[config.mk]
export PLATFORM = sky130hd
export DESIGN_NAME = tccs_seq
export DESIGN_NICKNAME = d
export VERILOG_FILES = /design/src/design/tccs_pkg.sv /design/src/design/tccs_seq.sv
export SDC_FILE = /design/constraint.sdc
export NUM_CORES = 1
export LEC_CHECK = 0
export BUFFER_PORTS_ARGS = -buffer_cell sky130_fd_sc_hd__buf_4
export CORE_MARGIN = 4
export CORE_UTILIZATION = 60
export CTS_CLUSTER_SIZE = 24
export DETAILED_ROUTE_END_ITERATION = 6
export PLACE_DENSITY = 0.86
export SLEW_MARGIN = 25
export SYNTH_ARGS = -nofsm -noshare
export SYNTH_HDL_FRONTEND = slang
export SYNTH_SLANG_ARGS = --single-unit
export TNS_END_PERCENT = 30
[constraint.sdc]
create_clock -name i_clk -period 8.5 [get_ports i_clk]
set_input_delay 0.425 -clock i_clk [delete_from_list [all_inputs] [get_ports i_clk]]
set_output_delay 0.425 -clock i_clk [all_outputs]
set_load 0.02 [all_outputs]
[src/design/tccs_pkg.sv]
// Shared constants, types and helpers for the text console cursor/scroll unit.
// No dependencies.
`default_nettype none

package tccs_pkg;

    localparam int COLUMNS = 80;
    localparam int ROWS    = 25;
    localparam int CELLS   = ROWS * COLUMNS;
    localparam int ADDR_W  = $clog2(CELLS);
    localparam int COL_W   = (COLUMNS > 1) ? $clog2(COLUMNS) : 1;
    localparam int ROW_W   = (ROWS > 1) ? $clog2(ROWS) : 1;
    localparam int CELL_W  = 16;

    localparam logic [COL_W-1:0]  COL_LAST  = COL_W'(COLUMNS - 1);
    localparam logic [ROW_W-1:0]  ROW_LAST  = ROW_W'(ROWS - 1);
    localparam logic [ADDR_W-1:0] ADDR_LAST = ADDR_W'(CELLS - 1);
    // First cell of the bottom row; also the number of cells moved by a scroll.
    localparam logic [ADDR_W-1:0] COPY_END  = ADDR_W'((ROWS - 1) * COLUMNS);
    localparam logic [ADDR_W-1:0] ROW_STEP  = ADDR_W'(COLUMNS);

    localparam logic [7:0] CH_NEWLINE   = 8'd10;
    localparam logic [7:0] CH_BACKSPACE = 8'd8;
    localparam logic [7:0] CH_SPACE     = 8'd32;
    localparam logic [7:0] RESET_COLOR  = 8'h07;

    localparam logic MODE_PUT  = 1'b0;
    localparam logic MODE_READ = 1'b1;

    // Register select bit of the config port (word index).
    localparam logic REG_TEXT_COLOR = 1'b0;

    typedef struct packed {
        logic [6:0] cursor_column;
        logic [4:0] cursor_row;
        logic [7:0] cell_char;
        logic [7:0] cell_color;
        logic       scrolled;
    } t_result;

    typedef struct packed {
        logic clearing;
        logic scrolling;
    } t_status;

    function automatic logic [ADDR_W-1:0] cell_addr(input int row, input int col);
        return ADDR_W'(row * COLUMNS + col);
    endfunction

endpackage

`default_nettype wire

[src/design/tccs_seq.sv]
// Sequencer: cursor state, character handling, scroll copy/fill and reset clear
// of the cell RAM. Depends on tccs_pkg.
`default_nettype none

module tccs_seq
    import tccs_pkg::*;
(
    input  wire logic              i_clk,
    input  wire logic              i_rst_n,
    input  wire logic              i_in_valid,
    output logic                   o_in_ready,
    input  wire logic              i_mode,
    input  wire logic [7:0]        i_char_code,
    input  wire logic [6:0]        i_read_column,
    input  wire logic [4:0]        i_read_row,
    input  wire logic [7:0]        i_text_color,
    output logic                   o_res_valid,
    input  wire logic              i_res_ready,
    output t_result                o_res,
    output logic                   o_wr_en,
    output logic [ADDR_W-1:0]      o_wr_addr,
    output logic [CELL_W-1:0]      o_wr_data,
    output logic [ADDR_W-1:0]      o_rd_addr,
    input  wire logic [CELL_W-1:0] i_rd_data,
    output t_status                o_status
);

    typedef enum logic [2:0] {
        S_CLEAR,
        S_IDLE,
        S_EXEC,
        S_READ,
        S_COPY,
        S_FILL,
        S_DONE
    } t_state;

    t_state            r_state, n_state;
    logic [ADDR_W-1:0] r_ptr, n_ptr;
    logic [COL_W-1:0]  r_col, n_col;
    logic [ROW_W-1:0]  r_row, n_row;
    logic              r_mode, n_mode;
    logic [7:0]        r_char, n_char;
    logic [6:0]        r_rcol, n_rcol;
    logic [4:0]        r_rrow, n_rrow;
    logic              r_rd_ok, n_rd_ok;
    t_result           r_res, n_res;

    logic [COL_W-1:0]  bs_col;
    logic [ROW_W-1:0]  bs_row;
    logic              do_scroll;

    always_comb begin
        n_state   = r_state;
        n_ptr     = r_ptr;
        n_col     = r_col;
        n_row     = r_row;
        n_mode    = r_mode;
        n_char    = r_char;
        n_rcol    = r_rcol;
        n_rrow    = r_rrow;
        n_rd_ok   = r_rd_ok;
        n_res     = r_res;
        bs_col    = '0;
        bs_row    = '0;
        do_scroll = 1'b0;
        o_wr_en   = 1'b0;
        o_wr_addr = r_ptr;
        o_wr_data = {RESET_COLOR, CH_SPACE};
        o_rd_addr = '0;

        case (r_state)
            S_CLEAR: begin
                o_wr_en = 1'b1;
                if (r_ptr == ADDR_LAST) begin
                    n_ptr   = '0;
                    n_state = S_IDLE;
                end else begin
                    n_ptr = r_ptr + 1'b1;
                end
            end
            S_IDLE: begin
                if (i_in_valid) begin
                    n_mode  = i_mode;
                    n_char  = i_char_code;
                    n_rcol  = i_read_column;
                    n_rrow  = i_read_row;
                    n_state = S_EXEC;
                end
            end
            S_EXEC: begin
                n_res = '0;
                if (r_mode == MODE_READ) begin
                    n_rd_ok   = (int'(r_rcol) < COLUMNS) && (int'(r_rrow) < ROWS);
                    o_rd_addr = cell_addr(int'(r_rrow), int'(r_rcol));
                    n_state   = S_READ;
                end else begin
                    if (r_char == CH_NEWLINE) begin
                        n_col = '0;
                        if (r_row == ROW_LAST) begin
                            do_scroll = 1'b1;
                        end else begin
                            n_row = r_row + 1'b1;
                        end
                    end else if (r_char == CH_BACKSPACE) begin
                        if (r_col != '0) begin
                            bs_col = r_col - 1'b1;
                            bs_row = r_row;
                        end else if (r_row != '0) begin
                            bs_col = COL_LAST;
                            bs_row = r_row - 1'b1;
                        end
                        n_col     = bs_col;
                        n_row     = bs_row;
                        o_wr_en   = 1'b1;
                        o_wr_addr = cell_addr(int'(bs_row), int'(bs_col));
                        o_wr_data = {i_text_color, CH_SPACE};
                    end else begin
                        o_wr_en   = 1'b1;
                        o_wr_addr = cell_addr(int'(r_row), int'(r_col));
                        o_wr_data = {i_text_color, r_char};
                        if (r_col == COL_LAST) begin
                            n_col = '0;
                            if (r_row == ROW_LAST) begin
                                do_scroll = 1'b1;
                            end else begin
                                n_row = r_row + 1'b1;
                            end
                        end else begin
                            n_col = r_col + 1'b1;
                        end
                    end
                    if (do_scroll) begin
                        n_col   = '0;
                        n_row   = ROW_LAST;
                        n_ptr   = '0;
                        n_state = S_COPY;
                    end else begin
                        n_state = S_DONE;
                    end
                    n_res.scrolled = do_scroll;
                end
                n_res.cursor_column = 7'(n_col);
                n_res.cursor_row    = 5'(n_row);
            end
            S_READ: begin
                if (r_rd_ok) begin
                    n_res.cell_char  = i_rd_data[7:0];
                    n_res.cell_color = i_rd_data[15:8];
                end
                n_state = S_DONE;
            end
            S_COPY: begin
                // Read one row ahead; write back what was read last cycle.
                if (r_ptr != COPY_END) begin
                    o_rd_addr = r_ptr + ROW_STEP;
                end
                o_wr_en   = (r_ptr != '0);
                o_wr_addr = r_ptr - 1'b1;
                o_wr_data = i_rd_data;
                if (r_ptr == COPY_END) begin
                    n_state = S_FILL;
                end else begin
                    n_ptr = r_ptr + 1'b1;
                end
            end
            S_FILL: begin
                o_wr_en   = 1'b1;
                o_wr_data = {i_text_color, CH_SPACE};
                if (r_ptr == ADDR_LAST) begin
                    n_state = S_DONE;
                end else begin
                    n_ptr = r_ptr + 1'b1;
                end
            end
            S_DONE: begin
                if (i_res_ready) begin
                    n_state = S_IDLE;
                end
            end
            default: begin
                n_state = S_IDLE;
            end
        endcase
    end

    always_ff @(posedge i_clk) begin
        if (!i_rst_n) begin
            r_state <= S_CLEAR;
            r_ptr   <= '0;
            r_col   <= '0;
            r_row   <= '0;
            r_rd_ok <= 1'b0;
        end else begin
            r_state <= n_state;
            r_ptr   <= n_ptr;
            r_col   <= n_col;
            r_row   <= n_row;
            r_rd_ok <= n_rd_ok;
        end
        r_mode <= n_mode;
        r_char <= n_char;
        r_rcol <= n_rcol;
        r_rrow <= n_rrow;
        r_res  <= n_res;
    end

    assign o_in_ready         = (r_state == S_IDLE);
    assign o_res_valid        = (r_state == S_DONE);
    assign o_res              = r_res;
    assign o_status.clearing  = (r_state == S_CLEAR);
    assign o_status.scrolling = (r_state == S_COPY) || (r_state == S_FILL);

endmodule

`default_nettype wire
==> results of run 1 <==
==> metal layers <==
layer	routed length, um	global-route usage, %
met3	1270	5.89
met5	0	0
met4	400	9.90
met1	6820	38.0
met2	8090	47.6
==> worst max-delay path: stages, from the launching register on <==
cell,delay (ns)
dfxtp_1,0.40
inv_1,0.11
ha_1,0.20
nor3b_2,0.35
and2_0,0.36
nand2b_1,0.15
o21ai_0,0.43
ha_1,0.25
ha_1,0.17
inv_1,0.06
fa_1,0.47
nor2b_1,0.19
o21ai_0,0.19
o21a_1,0.21
a2111oi_0,0.44
xor2_1,0.14
o211ai_1,0.22
buf_4,0.17
==> layout make-up <==
cell class	instances	area [um2]	area share [%]
clock inverters	7	72.6	1.05
multi-input cells	495	3460	50.2
clock buffers	9	124	1.80
inverters	25	93.8	1.36
well taps	129	161	2.34
flip-flops and latches	77	2040	29.6
repair buffers	125	942	13.7
==> power by group through the flow <==
stage	Combinational, mW	Clock [mW]	Sequential, mW
floorplan	0.0128	0	0.406
global placement	0.0340	0	0.407
detailed placement	0.0351	0	0.407
CTS	0.0354	0.286	0.399
global route	0.0384	0.301	0.399
finish	0.0356	0.285	0.399
==> Yosys cell counts (3+ instances only) <==
master | number | area (um2)
nand2_1 | 58 | 218
edfxtp_1 | 50 | 1500
o21ai_0 | 50 | 250
ha_1 | 38 | 475
nor2_1 | 32 | 120
clkbuf_1 | 29 | 109
dfxtp_1 | 27 | 541
xnor2_1 | 27 | 236
nand3_1 | 26 | 130
inv_1 | 25 | 93.8
a21oi_1 | 24 | 120
and2_1 | 19 | 119
nor3_1 | 19 | 95.1
nor2b_1 | 16 | 100
a22o_1 | 15 | 131
o211ai_1 | 14 | 105
a21o_1 | 10 | 75.1
and3_1 | 10 | 62.6
xor2_1 | 10 | 87.6
buf_2 | 9 | 45.0
nor3b_1 | 8 | 60.1
o22ai_1 | 8 | 50.1
a31oi_1 | 6 | 37.5
fa_1 | 6 | 120
mux2i_1 | 6 | 60.1
nand2b_1 | 6 | 37.5
a211oi_1 | 5 | 37.5
nand4_1 | 5 | 31.3
nor4_1 | 4 | 25.0
o21ai_1 | 4 | 20.0
a211o_1 | 3 | 26.3
a21boi_0 | 3 | 22.5
a32o_1 | 3 | 30.0
and4_1 | 3 | 26.3
buf_6 | 3 | 33.8
nor4b_1 | 3 | 26.3
o21a_1 | 3 | 22.5
or3_1 | 3 | 18.8
==> worst paths after layout <==
check / from / endpoint / slack (ns) / cells past startpoint
max: r_col[0] / o_wr_addr[10] / 3.21 / 17
min: i_char_code[6] / r_char[6] / 0.23 / 1
max reg2reg: r_state[1] / r_ptr[5] / 5.71 / 7
min reg2reg: r_rd_ok / r_rd_ok / 0.48 / 2
==> cells by family after synthesis <==
kind of cell / count (synthesis) / synth area share, %
AO/OA/AOI/OAI: 176 / 20.8
XOR/XNOR: 37 / 5.61
adder cells (fa/ha/maj): 44 / 10.3
buffers and inverters: 67 / 5.00
flip-flops: 77 / 35.3
multiplexers: 8 / 1.43
AND/OR/NAND/NOR: 230 / 21.5
==> cell usage in the layout (no fill, tap or decap), types with 7 or more instances in the layout <==
cell type / count
buf_4: 124
nand2_1: 58
edfxtp_1: 50
o21ai_0: 49
ha_1: 38
nor2_1: 32
xnor2_1: 27
dfxtp_1: 27
nand3_1: 26
inv_1: 25
a21oi_1: 24
nor3_1: 19
and2_1: 19
nor2b_1: 16
a22o_1: 15
o211ai_1: 14
and3_1: 10
a21o_1: 10
xor2_1: 10
clkbuf_8: 9
o22ai_1: 8
nor3b_1: 7
==> registers in the layout, summed over array words and instances (netlist names) <==
name,count
r_rrow,5
r_row,5
r_mode,1
r_rd_ok,1
r_state,3
o_res,29
r_rcol,7
r_char,8
r_col,7
r_ptr,11
==> through the flow <==
stage	worst slack (ns)	utilization (%)	power, mW	instances	hold slack [ns]
2_1_floorplan	3.97	-	0.419	639	0.436
3_3_place_gp	3.80	71.7	0.441	850	0.449
3_5_place_dp	3.68	71.7	0.443	850	0.459
4_1_cts	3.27	73.8	0.720	866	0.231
5_1_grt	2.87	73.9	0.739	867	0.224
6_report	3.21	73.9	0.719	867	0.233
==> impl_metrics.env, run 1 <==
export IMPL_cts_resized=0
export IMPL_finalHoldViolCount=0
export IMPL_viasPerCell=6.21
export IMPL_p_comb_share_pct=4.9
export IMPL_p_sw_share_pct=23.1
export IMPL_syn_area_um2=5780
export IMPL_h_tree_depth=3
export IMPL_syn_avg_cell_area_um2=9.04
export IMPL_worstSkewPairLatency_ns=0.36
export IMPL_grt_start_max_net_pins=29
export IMPL_power_leakage_nw=2.85
export IMPL_fin_setup_tns_ns=0
export IMPL_grt_usage_pct=28.9
export IMPL_arrival_ns=4.87
export IMPL_p_int_mw=0.553
export IMPL_wl_mm=16.6
export IMPL_clock_sinks=77
export IMPL_fillers=726
export IMPL_skew_ns=0.0149
export IMPL_die_y_um=106
export IMPL_num_vias=5384
export IMPL_tightest_slew_ns=1.01
export IMPL_wire_per_inst_um=19.1
export IMPL_netlist_instances=639
export IMPL_ys_types=78
export IMPL_clk_pin_slew_worst_paths_ns=0.09
export IMPL_finalSetupViolCount=0
export IMPL_ys_seq_area_share_pct=35.3
export IMPL_dr_first_iter_drc_count=433
export IMPL_synth_edff_count=50
export IMPL_layout_drive_gt1_share_pct=22.2
export IMPL_post_dp_cell_area_um2=6690
export IMPL_p_sw_mw=0.166
export IMPL_gp_congestion=0.918
export IMPL_dieArea_um2=11300
export IMPL_cp_end_kind="primary output"
export IMPL_fin_crit_sh_pct=62.3
export IMPL_dp_hpwl_mm=12.5
export IMPL_slew_headroom_pct=32.3
export IMPL_ant_nets=0
export IMPL_port_buffers=120
export IMPL_rows=35
export IMPL_grt_pass1_vias=5163
export IMPL_ios=121
export IMPL_async_flop_share_pct=0
export IMPL_period_needed_ns=5.29
export IMPL_core_area_um2=9330
export IMPL_drc=0
export IMPL_max_freq_mhz=189
export IMPL_critPathLaunchType="register"
export IMPL_cp_required_ns=8.08
export IMPL_cts_setup_buffers=0
export IMPL_numCtsBuffers=9
export IMPL_fp_dieW_um=106
export IMPL_powerDensity_nw_per_um2=104
export IMPL_crit_fanout=9
export IMPL_postCtsHoldBufs=0
export IMPL_p_clk_share_pct=39.6
export IMPL_ir_drop_mv=0.0732
export IMPL_finalMaxSlewViolations=0
export IMPL_syn_to_final_growth_pct=19.3
export IMPL_holdCritPathClass="primary input to register"
export IMPL_fin_nets=826
export IMPL_ys_flop_type="edfxtp_1"
export IMPL_status="complete, no violations"
export IMPL_crit_type="register to primary output"
export IMPL_yosysWarningCount=0
export IMPL_clockBufferDepth=2
export IMPL_initial_utilization_pct=61.9
export IMPL_pwr_share_seq_pct=55.4
export IMPL_antenna_found_initial=0
export IMPL_cts_root_buf="clkbuf_8"
export IMPL_grt_setup_unrepaired="no"
export IMPL_design_area_um2=6890
export IMPL_synth_seq_cells=77
export IMPL_cap_violations=0
export IMPL_firstDrtPassIters=5
export IMPL_grt_pass1_wl_mm=26.1
export IMPL_grt_ovfl_total=0
export IMPL_cts_tree="built"
export IMPL_antennaDiodeCount=0
export IMPL_synth_nets=732
(Power assumes the default switching activity.)
==> inputs of run 2 (changes only) <==
--- a/config.mk
+++ b/config.mk
@@ -7,10 +7,10 @@
 export LEC_CHECK = 0
 export BUFFER_PORTS_ARGS = -buffer_cell sky130_fd_sc_hd__buf_4
 export CORE_MARGIN = 4
-export CORE_UTILIZATION = 60
+export CORE_UTILIZATION = 56
 export CTS_CLUSTER_SIZE = 24
 export DETAILED_ROUTE_END_ITERATION = 6
-export PLACE_DENSITY = 0.86
+export PLACE_DENSITY = 0.81
 export SLEW_MARGIN = 25
 export SYNTH_ARGS = -nofsm -noshare
 export SYNTH_HDL_FRONTEND = slang
==> constraint.sdc (replaced) <==
create_clock -name i_clk -period 5.34 [get_ports i_clk]
set_input_delay 0.267 -clock i_clk [delete_from_list [all_inputs] [get_ports i_clk]]
set_output_delay 0.267 -clock i_clk [all_outputs]
set_load 0.02 [all_outputs]
==> impl_metrics.env, run 2 (synthesis gave the netlist of run 1 again) <==
export IMPL_cp_required_ns=5.07
export IMPL_arrival_ns=4.84
export IMPL_dieArea_um2=12000
export IMPL_fillers=794
export IMPL_period_needed_ns=5.11
export IMPL_syn_to_final_growth_pct=19.6
export IMPL_layout_drive_gt1_share_pct=22.8
export IMPL_crit_fanout=11
export IMPL_firstDrtPassIters=5
export IMPL_finalMaxSlewViolations=0
export IMPL_cts_setup_buffers=0
export IMPL_port_buffers=120
export IMPL_critPathLaunchType="register"
export IMPL_fin_crit_sh_pct=95.7
export IMPL_numCtsBuffers=9
export IMPL_fin_nets=826
export IMPL_ios=121
export IMPL_powerDensity_nw_per_um2=166
export IMPL_cp_end_kind="primary output"
export IMPL_dr_first_iter_drc_count=443
export IMPL_clock_sinks=77
export IMPL_grt_ovfl_total=0
export IMPL_dp_hpwl_mm=12.2
export IMPL_cap_violations=0
export IMPL_finalHoldViolCount=0
export IMPL_worstSkewPairLatency_ns=0.36
export IMPL_skew_ns=0.0110
export IMPL_gp_congestion=0.916
export IMPL_ant_nets=0
export IMPL_grt_start_max_net_pins=29
export IMPL_final_cells=871
export IMPL_drc=0
export IMPL_clockBufferDepth=2
export IMPL_cts_tree="built"
export IMPL_num_vias=5299
export IMPL_grt_usage_pct=26.7
export IMPL_antennaDiodeCount=0
export IMPL_layout_commonest_cell="buf_4"
export IMPL_grt_setup_unrepaired="no"
export IMPL_max_freq_mhz=196
export IMPL_rows=36
export IMPL_ir_drop_mv=0.158
export IMPL_wire_per_inst_um=18.6
export IMPL_slew_headroom_pct=32.7
export IMPL_cts_root_buf="clkbuf_8"
export IMPL_clk_pin_slew_worst_paths_ns=0.09
export IMPL_mostFrequentLayoutCells="buf_4 (124), nand2_1 (58), edfxtp_1 (50), o21ai_0 (48), ha_1 (38)"
export IMPL_antenna_found_initial=0
export IMPL_place_detailed_instances=855
export IMPL_largest_reg_flops=29
export IMPL_wl_mm=16.2
export IMPL_grt_pass1_wl_mm=24.9
export IMPL_status="complete, no violations"
export IMPL_fin_setup_tns_ns=0
export IMPL_die_y_um=110
export IMPL_h_tree_depth=3
export IMPL_crit_type="register to primary output"
export IMPL_holdCritPathClass="primary input to register"
export IMPL_postCtsHoldBufs=0
export IMPL_fp_dieW_um=110
export IMPL_core_area_um2=9910
export IMPL_finalSetupViolCount=0
export IMPL_tightest_slew_ns=1.00
export IMPL_viasPerCell=6.08
export IMPL_power_leakage_nw=2.85
export IMPL_grt_pass1_vias=4885
export IMPL_initial_utilization_pct=58.3
run 2: cell count changes in the layout (fill, tap and decap cells not counted), sizes merged:
cell	delta
clkinv	-3
clkinvlp	+4
inv	-1
run 2: routing by layer:
layer	vias to the layer above	wire length, um	track usage (%)
li1	2534	-	-
met2	210	7520	41.5
met3	34	1060	4.29
met4	0	380	9.17
met5	-	0	0
met1	2521	7230	37.8
run 2: layout make-up:
| class | count | area, um2 | area share, % |
|---|---|---|---|
| clock inverter | 7 | 73.8 | 1.07 |
| timing repair buffer | 125 | 942 | 13.6 |
| inverter | 25 | 93.8 | 1.36 |
| sequential | 77 | 2040 | 29.5 |
| tap | 133 | 166 | 2.41 |
| multi-input combinational | 495 | 3470 | 50.2 |
| clock buffer | 9 | 124 | 1.79 |
run 2: repair_timing:
item	in CTS	in global routing
gates resized for setup	0	5
setup endpoints to repair	0	1
endpoints found under the hold margin	0	0
run 2: report_power, final:
part | switching [mW] | internal (mW)
Sequential | 0.00450 | 0.630
Combinational | 0.0238 | 0.0326
Clock | 0.239 | 0.216
run 2: critical path, stage by stage, from the launching register on:
cell and delay (ns):
dfxtp_1 0.44, inv_1 0.16, ha_1 0.25, nor4b_1 0.67
nor2_1 0.13, a31o_2 0.32, ha_1 0.21, ha_1 0.20
inv_1 0.07, fa_1 0.43, nor2b_1 0.19, o21ai_0 0.20
o21a_1 0.22, a2111oi_0 0.44, xor2_1 0.14, o211ai_1 0.23
buf_4 0.18
run 2: metrics by stage:
step | total power [mW] | utilization, % | hold WS [ns] | instance area [um2] | worst slack [ns]
after floorplan | 0.667 | - | 0.366 | 5780 | 0.971
after global placement | 0.702 | 67.5 | 0.446 | 6690 | 0.825
after detailed placement | 0.704 | 67.6 | 0.446 | 6700 | 0.664
after CTS | 1.15 | 69.6 | 0.0600 | 6900 | 0.247
after global routing | 1.18 | 69.7 | 0.0544 | 6910 | 0.00856
final | 1.15 | 69.7 | 0.0704 | 6910 | 0.232
run 2: worst paths after layout:
kind,startpoint,endpoint,slack [ns],depth (start not counted)
min reg2reg,r_rd_ok,r_rd_ok,0.48,2
max reg2reg,r_state[1],r_ptr[6],2.53,7
min,i_read_row[2],r_rrow[2],0.07,1
max,r_row[0],o_wr_addr[10],0.23,16
==> inputs of run 3 (changes only) <==
==> constraint.sdc (replaced) <==
create_clock -name i_clk -period 4.7 [get_ports i_clk]
set_input_delay 0.235 -clock i_clk [delete_from_list [all_inputs] [get_ports i_clk]]
set_output_delay 0.235 -clock i_clk [all_outputs]
set_load 0.02 [all_outputs]
==> impl_metrics.env, run 3 (synthesis gave the netlist of run 1 again) <==
export IMPL_powerDensity_nw_per_um2=193
export IMPL_slew_headroom_pct=33.4
export IMPL_max_freq_mhz=223
export IMPL_port_buffers=120
export IMPL_critPathLaunchType="register"
export IMPL_cp_end_kind="primary output"
export IMPL_gp_congestion=0.934
export IMPL_ios=121
export IMPL_dr_first_iter_drc_count=429
export IMPL_cp_common_cell="ha_1"
export IMPL_min_to="r_rrow[1]"
export IMPL_finalHoldViolCount=0
export IMPL_wl_mm=16.4
export IMPL_ff_latch_area_um2=2050
export IMPL_crit_buf_inv=3
export IMPL_h_tree_depth=3
export IMPL_drc=0
export IMPL_syn_to_final_growth_pct=21.9
export IMPL_multi_input_area_um2=3500
export IMPL_tightest_slew_ns=0.992
export IMPL_clockBufferDepth=2
export IMPL_power_leakage_nw=2.92
export IMPL_worstSkewPairLatency_ns=0.37
export IMPL_numCtsBuffers=9
export IMPL_grt_start_max_net_pins=29
export IMPL_core_area_um2=9910
export IMPL_grt_usage_pct=27.2
export IMPL_firstDrtPassIters=5
export IMPL_crit_chain="inv_1 -> ha_1 -> nor3b_2 -> and2_2 -> nand4_1 -> mux2_2 -> ha_1 -> ha_1 -> inv_1 -> fa_1 -> nor2b_2 -> o21ai_2 -> o21a_1 -> a2111oi_4 -> xor2_1 -> o211ai_1 -> buf_4"
export IMPL_wire_per_inst_um=18.6
export IMPL_hold_depth=1
export IMPL_rows=36
export IMPL_slowest_delay_ns=0.44
export IMPL_layout_commonest_cell="buf_4"
export IMPL_fin_crit_sh_pct=95.3
export IMPL_dp_hpwl_mm=12.5
export IMPL_crit_fanout=9
export IMPL_worstSetupStartpoint="r_col[0]"
export IMPL_r2r_start="r_state[1]"
export IMPL_cts_tree="built"
export IMPL_viasPerCell=6.10
export IMPL_timing_hold_ws_ns=0.0314
export IMPL_largest_reg_flops=29
export IMPL_fillers=785
export IMPL_die_y_um=110
export IMPL_rrSetupSlack_ns=1.89
export IMPL_dieArea_um2=12000
export IMPL_cp_required_ns=4.47
export IMPL_final_cells=881
export IMPL_skew_ns=0.00906
export IMPL_antennaDiodeCount=0
export IMPL_finalMaxSlewViolations=0
export IMPL_ant_nets=0
export IMPL_num_vias=5372
export IMPL_mostFrequentLayoutCells="buf_4 (135), nand2_1 (58), edfxtp_1 (50), o21ai_0 (48), ha_1 (38)"
export IMPL_ir_drop_mv=0.153
export IMPL_finalSetupViolCount=0
export IMPL_cap_violations=0
export IMPL_grt_pass1_vias=5094
export IMPL_grt_ovfl_total=0
export IMPL_initial_utilization_pct=58.3
export IMPL_clk_pin_slew_worst_paths_ns=0.09
export IMPL_min_from="i_read_row[1]"
export IMPL_crit_type="register to primary output"
export IMPL_fp_dieW_um=110
export IMPL_clock_sinks=77
export IMPL_r2r_end="r_ptr[6]"
export IMPL_reg2regPathDepth=7
export IMPL_period_needed_ns=4.48
export IMPL_status="complete, no violations"
export IMPL_cp_slowest_cell="fa_1"
export IMPL_antenna_found_initial=0
export IMPL_arrival_ns=4.24
export IMPL_crit_family="adder cells"
export IMPL_postCtsHoldBufs=0
export IMPL_holdCritPathClass="primary input to register"
export IMPL_grt_pass1_wl_mm=25.6
export IMPL_place_detailed_instances=864
export IMPL_cts_root_buf="clkbuf_8"
export IMPL_layout_drive_gt1_share_pct=24.3
export IMPL_fin_nets=836
## run 3: changes by cell type in the layout (fill, tap and decap cells not counted), moves of 2 or more
cell / before / now
clkinvlp_4: 4 / 1
buf_4: 124 / 135
clkinv_4: 0 / 2
dfxtp_1: 27 / 25
## run 3: report_power, final
part	internal, mW	total [mW]	leakage (nW)	switching (mW)
Sequential	0.715	0.721	0.699	0.00513
Clock	0.301	0.572	0.107	0.271
Combinational	0.0369	0.0632	2.12	0.0263
Total	1.05	1.36	2.92	0.303
## run 3: worst max-delay path by stage
stage / to / slack, ns / depth (start not counted)
finish: o_wr_addr[10] / 0.22 / 17
CTS: o_wr_addr[10] / 0.04 / 17
detailed placement: o_wr_addr[10] / 0.15 / 17
floorplan: o_wr_addr[10] / 0.36 / 17
global route: o_wr_addr[10] / -0.003 / 17
global placement: o_wr_addr[10] / 0.31 / 17
## run 3: cell type report
| type | count | area share [%] |
|---|---|---|
| clock buffers | 9 | 1.76 |
| clock inverters | 7 | 1.39 |
| inverters | 25 | 1.33 |
| multi-input cells | 495 | 49.7 |
| flip-flops and latches | 77 | 29.1 |
| well taps | 133 | 2.36 |
| repair buffers | 135 | 14.4 |
## run 3: stage by stage
step                worst slack (ns)  util [%]  TNS [ns]  cell area, um2  total power [mW]
CTS                           0.0422      70.6         0            7000              1.36
floorplan                      0.363         -         0            5780             0.757
global placement               0.306      68.3         0            6770             0.798
finish                         0.222      71.0         0            7040              1.36
global route                -0.00329      71.0  -0.00329            7040              1.39
detailed placement             0.145      68.3         0            6770             0.799
## run 3: timing repair
item,CTS,global route
setup buffers,0,1
hold endpoints to repair,0,0
setup endpoints to repair,1,1
resized for setup,6,7
## run 3: worst register-to-register path: stages, from the launching register on
cell     delay (ns)
dfxtp_1        0.61
nor3b_4        0.41
buf_4          0.37
o21ai_0        0.16
o21ai_1        0.67
nor3_1         0.19
xnor2_1        0.19
nor2_1         0.06
## run 3: metal layers
metal / part of all wire, % / vias to the layer above / track usage (%)
met5: 0 / - / 0
met2: 47 / 232 / 42.6
met3: 8.2 / 30 / 6.69
li1: - / 2559 / -
met1: 43 / 2551 / 36.7
met4: 2.4 / 0 / 9.80
